**src/rhc_pkg.sv**
```systemverilog
// ----------------------------------------------------------------------------
// rhc_pkg: shared types and constants for the RGB to HSL converter
// Holds the record passed from cell to cell along the division chain.
// ----------------------------------------------------------------------------
`default_nettype none

package rhc_pkg;

  localparam int CHAN_W  = 8;
  localparam int LIGHT_W = 9;
  localparam int HNUM_W  = 11;   // hue numerator / divisor, up to 6*255
  localparam int SREM_W  = 9;    // saturation remainder / divisor, up to 255
  localparam int QUO_W   = 16;   // quotient bits, one per cell
  localparam int STEPS   = QUO_W;

  localparam logic [LIGHT_W-1:0] LIGHT_HALF = 9'd255;
  localparam logic [LIGHT_W-1:0] LIGHT_FULL = 9'd510;

  typedef struct packed {
    logic               gray;
    logic [LIGHT_W-1:0] light;
    logic [HNUM_W-1:0]  hrem;
    logic [HNUM_W-1:0]  hdiv;
    logic [QUO_W-1:0]   hquo;
    logic [SREM_W-1:0]  srem;
    logic [SREM_W-1:0]  sden;
    logic [QUO_W-1:0]   slow;    // dividend bits not yet shifted in
    logic [QUO_W-1:0]   squo;
  } rhc_cell_t;

endpackage

`default_nettype wire

```
**src/rhc_front.sv**
```systemverilog
// ----------------------------------------------------------------------------
// rhc_front: channel extremes, hue numerator and divisors
// Registers the first record of the chain from the incoming pixel.
// ----------------------------------------------------------------------------
`default_nettype none

module rhc_front (
  input  wire logic                      clk,
  input  wire logic                      rst_n,
  input  wire logic                      en,
  input  wire logic                      in_vld,
  input  wire logic [rhc_pkg::CHAN_W-1:0] red,
  input  wire logic [rhc_pkg::CHAN_W-1:0] green,
  input  wire logic [rhc_pkg::CHAN_W-1:0] blue,
  output logic                           out_vld,
  output rhc_pkg::rhc_cell_t             out_cell
);
  import rhc_pkg::*;

  logic [CHAN_W-1:0]  mx, mn, d;
  logic [LIGHT_W-1:0] light;
  logic [HNUM_W-1:0]  r_x, g_x, b_x, d_x, num, div6;
  logic [23:0]        sat_num;
  rhc_cell_t          cell_nxt, cell_r;
  logic               vld_r;

  always_comb begin
    mx = (red > green) ? red : green;
    if (blue > mx) mx = blue;
    mn = (red < green) ? red : green;
    if (blue < mn) mn = blue;
    d     = mx - mn;
    light = {1'b0, mx} + {1'b0, mn};
    r_x   = {3'b0, red};
    g_x   = {3'b0, green};
    b_x   = {3'b0, blue};
    d_x   = {3'b0, d};
    div6  = (d_x << 2) + (d_x << 1);
    // numerator always lands in [0, 6d); intermediate wrap is harmless
    if (mx == red) begin
      if (green < blue) num = div6 - (b_x - g_x);
      else num = g_x - b_x;
    end else if (mx == green) begin
      num = (d_x << 1) + b_x - r_x;
    end else begin
      num = (d_x << 2) + r_x - g_x;
    end
    sat_num = {d, 16'b0} - {16'b0, d};   // d * 65535

    cell_nxt.gray  = (mx == mn);
    cell_nxt.light = light;
    cell_nxt.hrem  = num;
    cell_nxt.hdiv  = div6;
    cell_nxt.hquo  = '0;
    cell_nxt.srem  = {1'b0, sat_num[23:16]};
    cell_nxt.sden  = (light > LIGHT_HALF) ? (LIGHT_FULL - light) : light;
    cell_nxt.slow  = sat_num[15:0];
    cell_nxt.squo  = '0;
  end

  always_ff @(posedge clk) begin
    if (!rst_n) begin
      vld_r <= 1'b0;
    end else if (en) begin
      vld_r <= in_vld;
    end
  end

  always_ff @(posedge clk) begin
    if (en) begin
      cell_r <= cell_nxt;
    end
  end

  assign out_vld  = vld_r;
  assign out_cell = cell_r;

endmodule

`default_nettype wire

```
**src/rhc_div_cell.sv**
```systemverilog
// ----------------------------------------------------------------------------
// rhc_div_cell: one restoring division step for hue and saturation
// Produces one quotient bit of each lane and hands the record onward.
// ----------------------------------------------------------------------------
`default_nettype none

module rhc_div_cell (
  input  wire logic               clk,
  input  wire logic               rst_n,
  input  wire logic               en,
  input  wire logic               in_vld,
  input  rhc_pkg::rhc_cell_t      in_cell,
  output logic                    out_vld,
  output rhc_pkg::rhc_cell_t      out_cell
);
  import rhc_pkg::*;

  logic [HNUM_W:0] hsh, hdiff;
  logic [SREM_W:0] ssh, sdiff;
  logic            hge, sge;
  rhc_cell_t       cell_nxt, cell_r;
  logic            vld_r;

  always_comb begin
    hsh   = {in_cell.hrem, 1'b0};
    hdiff = hsh - {1'b0, in_cell.hdiv};
    hge   = (hsh >= {1'b0, in_cell.hdiv});
    ssh   = {in_cell.srem, in_cell.slow[QUO_W-1]};
    sdiff = ssh - {1'b0, in_cell.sden};
    sge   = (ssh >= {1'b0, in_cell.sden});

    cell_nxt      = in_cell;
    cell_nxt.hrem = hge ? hdiff[HNUM_W-1:0] : hsh[HNUM_W-1:0];
    cell_nxt.hquo = {in_cell.hquo[QUO_W-2:0], hge};
    cell_nxt.srem = sge ? sdiff[SREM_W-1:0] : ssh[SREM_W-1:0];
    cell_nxt.slow = {in_cell.slow[QUO_W-2:0], 1'b0};
    cell_nxt.squo = {in_cell.squo[QUO_W-2:0], sge};
  end

  always_ff @(posedge clk) begin
    if (!rst_n) begin
      vld_r <= 1'b0;
    end else if (en) begin
      vld_r <= in_vld;
    end
  end

  always_ff @(posedge clk) begin
    if (en) begin
      cell_r <= cell_nxt;
    end
  end

  assign out_vld  = vld_r;
  assign out_cell = cell_r;

endmodule

`default_nettype wire

```
**src/rgb_to_hsl_convert.sv**
```systemverilog
// ----------------------------------------------------------------------------
// rgb_to_hsl_convert: 8-bit RGB to fixed-point HSL
// Front stage plus a chain of sixteen long-division cells.
// ----------------------------------------------------------------------------
// Accepts one pixel per clock while in_ready is high, returns one result
// per pixel, in order. One front stage finds max/min and forms the
// dividends and divisors, then sixteen cells each produce one bit of
// the hue and saturation quotients. The whole chain advances together and
// holds while a finished result is waiting on out_ready, so in_ready
// follows out_ready whenever the last stage is full. Hue is in 1/65536
// turn, saturation scaled to 65535 (both truncated, 0 for gray pixels),
// lightness is max+min.
// ----------------------------------------------------------------------------
`default_nettype none

module rgb_to_hsl_convert (
  input  wire logic                        clk,
  input  wire logic                        rst_n,
  input  wire logic                        in_valid,
  output logic                             in_ready,
  input  wire logic [rhc_pkg::CHAN_W-1:0]  in_red,
  input  wire logic [rhc_pkg::CHAN_W-1:0]  in_green,
  input  wire logic [rhc_pkg::CHAN_W-1:0]  in_blue,
  output logic                             out_valid,
  input  wire logic                        out_ready,
  output logic [rhc_pkg::QUO_W-1:0]        out_hue,
  output logic [rhc_pkg::QUO_W-1:0]        out_saturation,
  output logic [rhc_pkg::LIGHT_W-1:0]      out_lightness
);
  import rhc_pkg::*;

  logic      adv;
  logic      vld [0:STEPS];
  rhc_cell_t stage [0:STEPS];

  // the chain moves whenever the last stage is empty or being drained
  assign adv      = !vld[STEPS] || out_ready;
  assign in_ready = adv;

  rhc_front u_front (
    .clk      (clk),
    .rst_n    (rst_n),
    .en       (adv),
    .in_vld   (in_valid),
    .red      (in_red),
    .green    (in_green),
    .blue     (in_blue),
    .out_vld  (vld[0]),
    .out_cell (stage[0])
  );

  for (genvar i = 1; i <= STEPS; i++) begin : g_cell
    rhc_div_cell u_cell (
      .clk      (clk),
      .rst_n    (rst_n),
      .en       (adv),
      .in_vld   (vld[i-1]),
      .in_cell  (stage[i-1]),
      .out_vld  (vld[i]),
      .out_cell (stage[i])
    );
  end

  assign out_valid      = vld[STEPS];
  assign out_hue        = stage[STEPS].gray ? '0 : stage[STEPS].hquo;
  assign out_saturation = stage[STEPS].gray ? '0 : stage[STEPS].squo;
  assign out_lightness  = stage[STEPS].light;

endmodule

`default_nettype wire
```
**config.mk**
```make
export PLATFORM = sky130hd
export DESIGN_NAME = rgb_to_hsl_convert
export DESIGN_NICKNAME = d
export VERILOG_FILES = /design/src/rhc_pkg.sv /design/src/rhc_front.sv /design/src/rhc_div_cell.sv /design/src/rgb_to_hsl_convert.sv
export SDC_FILE = /design/constraint.sdc
export NUM_CORES = 2
export LEC_CHECK = 0
export ABC_AREA = 0
export BUFFER_PORTS_ARGS = -buffer_cell sky130_fd_sc_hd__buf_4
export CAP_MARGIN = 40
export CORE_MARGIN = 4
export CORE_UTILIZATION = 50
export CTS_CLUSTER_SIZE = 25
export DETAILED_ROUTE_END_ITERATION = 7
export PLACE_DENSITY_LB_ADDON = 0.08
export SYNTH_ARGS = -nofsm -noshare
export SYNTH_HDL_FRONTEND = slang
export SYNTH_SLANG_ARGS = --single-unit
export TNS_END_PERCENT = 5
```
**constraint.sdc**
```tcl
create_clock -name clk -period 63.3 [get_ports clk]
set_input_delay 3.165 -clock clk [delete_from_list [all_inputs] [get_ports clk]]
set_output_delay 3.165 -clock clk [all_outputs]
set_load 0.005 [all_outputs]
```
==> metrics.cfg <==
[status]
status=finished, final reports clean

[cts]
postCtsHoldBufs=0
cts_tree=yes
post_cts_buffers=0
cts_made_buffers=118
cts_resized=0
cts.htree.levels=3
cts_root_buf=clkbuf_16
clk_path_buf_depth=3
clock_latency_ns=0.70
cts.reportedPaths.clkPinSlew_ns=0.06
clock-sinks=1136

[timing]
fin_skew_ns=0.0244
min_period_over_period_pct=18.0
timing.hold.ws_ns=0.406
tightest_slew_ns=1.07
finalSetupTns_ns=0
slew_headroom_pct=28.9
period_needed_ns=11.40
fmax_ghz=0.0877
rsz0062_at_grt=no
drv_slew=0
setup_viol=0
hold_viol_final=0

[min_path]
min-delay-start=g_cell[11].u_cell.out_cell[55]
holdPathStages=0
whs_endpoint=g_cell[12].u_cell.out_cell[56]
min_path_type=reg2reg

[detailed_routing]
vias=30400
vias_per_cell=5.17
first_pass_iters=6
drt_iter0_drc=1363
drc=0
wire_per_inst_um=15.8
postRouteAntennaNets=0
totalWireLength_um=92600

[final_layout]
drive_above_1_share_pct=9.51
fill_cells=9042
diodes=0
final_common_cell=edfxtp_1
fin_nets=4781
syn_to_final_growth_pct=11.0
seqCellArea_sq_um=33900
multiInputGateArea_sq_um=19300
final_cell_mix=edfxtp_1 (1119), inv_1 (438), ha_1 (406)

[critical_path]
cp_max_fo=19
worst_setup_path_start_kind=input pin
crit_arrival_ns=11.84
slowest_stage=xor2_1
crit_path_frequent_cell=ha_1
timing.rr.start=g_cell[16].u_cell.out_vld
reg2regPathDepth=10
crit_type=in2reg
critPathRequiredTime_ns=63.74
r2r_setup_slack_ns=59.49
reg2reg_to=g_cell[11].u_cell.out_cell[84]
cpPeakStageDelay_ns=0.72
worstSetupEndpointType=flop

[synthesis]
synth_edf_count=1119
netlist_area_sq_um=55300
postSynthCellCount=4143
ys_types=96
async_flop_share_pct=0
synth-seq-cells=1136
synth_flop_cell=edfxtp_1
synth.avg_cell_area_sq_um=13.3
ys_seq_area_share_pct=61.4
syn-num-nets=4623
ys.warnings.count=0

[place]
portBuffers=70
gp_congestion=0.877
post-dp-hpwl_um=66100

[die]
io_pins=71
die_h_um=340
core_sq_um=109000
fp-row-count=121
die_w_um=340
start_util_pct=50.6
die-area_sq_um=116000

[global_routing]
grt_usage_pct=16.0
grt_pass1_wl_um=152000
antenna_found_initial=1
grt-ovfl-total=0
grt_pass1_vias=30700
grt_max_degree=195

[run]
max_cap_violations=0

## worst max-delay path, delay by kind of cell
kind,cells,cell delay [ns]
muxes,2,0.67
buffers and inverters,5,0.59
adders and majority gates,7,2.00
xor gates and xnor gates,3,0.98
AOI/OAI and AO/OA,12,2.97
and+or+nand+nor,6,1.43
## routing by layer
layer / share of wire (%) / global-route usage (%) / vias to the layer above
met2: 53 / 30.0 / 380
met4: 2.6 / 5.42 / 0
met1: 41 / 18.6 / 14400
met5: 0 / 0 / -
li1: - / - / 15400
met3: 3.2 / 2.33 / 163
## metrics by stage
step           cell area, sq um  util (%)  setup WS [ns]  std cells
3_5_place_dp              57700      52.8          51.10       5657
3_3_place_gp              57500      52.6          51.26       5646
5_1_grt                   61300      56.1          51.29       5871
2_1_floorplan             55300         -          26.43       4143
6_report                  61300      56.1          51.90       5871
4_1_cts                   61300      56.1          51.85       5871
## sequential cells by signal (all words and copies together), names as in the netlist
signal	cells
g_cell.u_cell.out_cell	1060
g_cell.u_cell.out_vld	16
u_front.out_cell	59
u_front.out_vld	1
## layout make-up
cell class / count / share of cell area (%)
sequential: 1136 / 55.3
inverter: 444 / 2.75
tap: 1476 / 3.01
timing repair buffer: 99 / 1.47
clock buffer: 148 / 5.07
multi-input combinational: 2502 / 31.5
clock inverter: 66 / 0.895
## synthesized netlist by cell type, types with 11 or more instances
| cell type | n | share of area, % |
|---|---|---|
| o21ai_0 | 141 | 1.3 |
| a211oi_1 | 43 | 0.58 |
| clkbuf_1 | 26 | 0.18 |
| nor4_1 | 18 | 0.20 |
| nor3_1 | 34 | 0.31 |
| inv_1 | 438 | 3.0 |
| nand3_1 | 45 | 0.41 |
| a21oi_1 | 264 | 2.4 |
| nor2_1 | 247 | 1.7 |
| nand2_1 | 159 | 1.1 |
| mux2i_1 | 34 | 0.62 |
| xor2_1 | 75 | 1.2 |
| nor2b_1 | 133 | 1.5 |
| fa_1 | 46 | 1.7 |
| buf_2 | 12 | 0.11 |
| a21o_1 | 157 | 2.1 |
| ha_1 | 406 | 9.2 |
| and3_1 | 11 | 0.12 |
| and2_1 | 22 | 0.25 |
| o21ai_1 | 12 | 0.11 |
| nand4_1 | 68 | 0.77 |
| a221oi_1 | 13 | 0.21 |
| edfxtp_1 | 1119 | 61 |
| o21a_1 | 17 | 0.23 |
| a21boi_0 | 25 | 0.34 |
| nand2b_1 | 80 | 0.91 |
| a2111oi_0 | 11 | 0.17 |
| dfxtp_1 | 17 | 0.62 |
| mux2_2 | 107 | 2.2 |
| o21bai_1 | 13 | 0.18 |
| xnor2_1 | 198 | 3.1 |
| buf_4 | 11 | 0.15 |
| a31oi_1 | 12 | 0.14 |
## cells by family after synthesis
kind of cell,synth area share (%)
compound gates,8.91
xor+xnor,4.41
fa+ha+maj,10.9
buf+inv,3.64
flops,61.4
mux,3.01
simple gates,7.74
## worst max-delay path by stage
stage / from / to / slack [ns] / depth (start not counted)
2_1_floorplan: out_ready / in_ready / 26.43 / 4
5_1_grt: in_red[0] / u_front.out_cell[87] / 51.29 / 35
3_5_place_dp: in_red[0] / u_front.out_cell[87] / 51.10 / 35
3_3_place_gp: in_red[0] / u_front.out_cell[87] / 51.26 / 35
4_1_cts: in_red[0] / u_front.out_cell[87] / 51.85 / 35
6_report: in_red[0] / u_front.out_cell[87] / 51.90 / 35
Power is not shown: default switching activity piles up to over one toggle a cycle in this logic, so the estimate is an artifact.
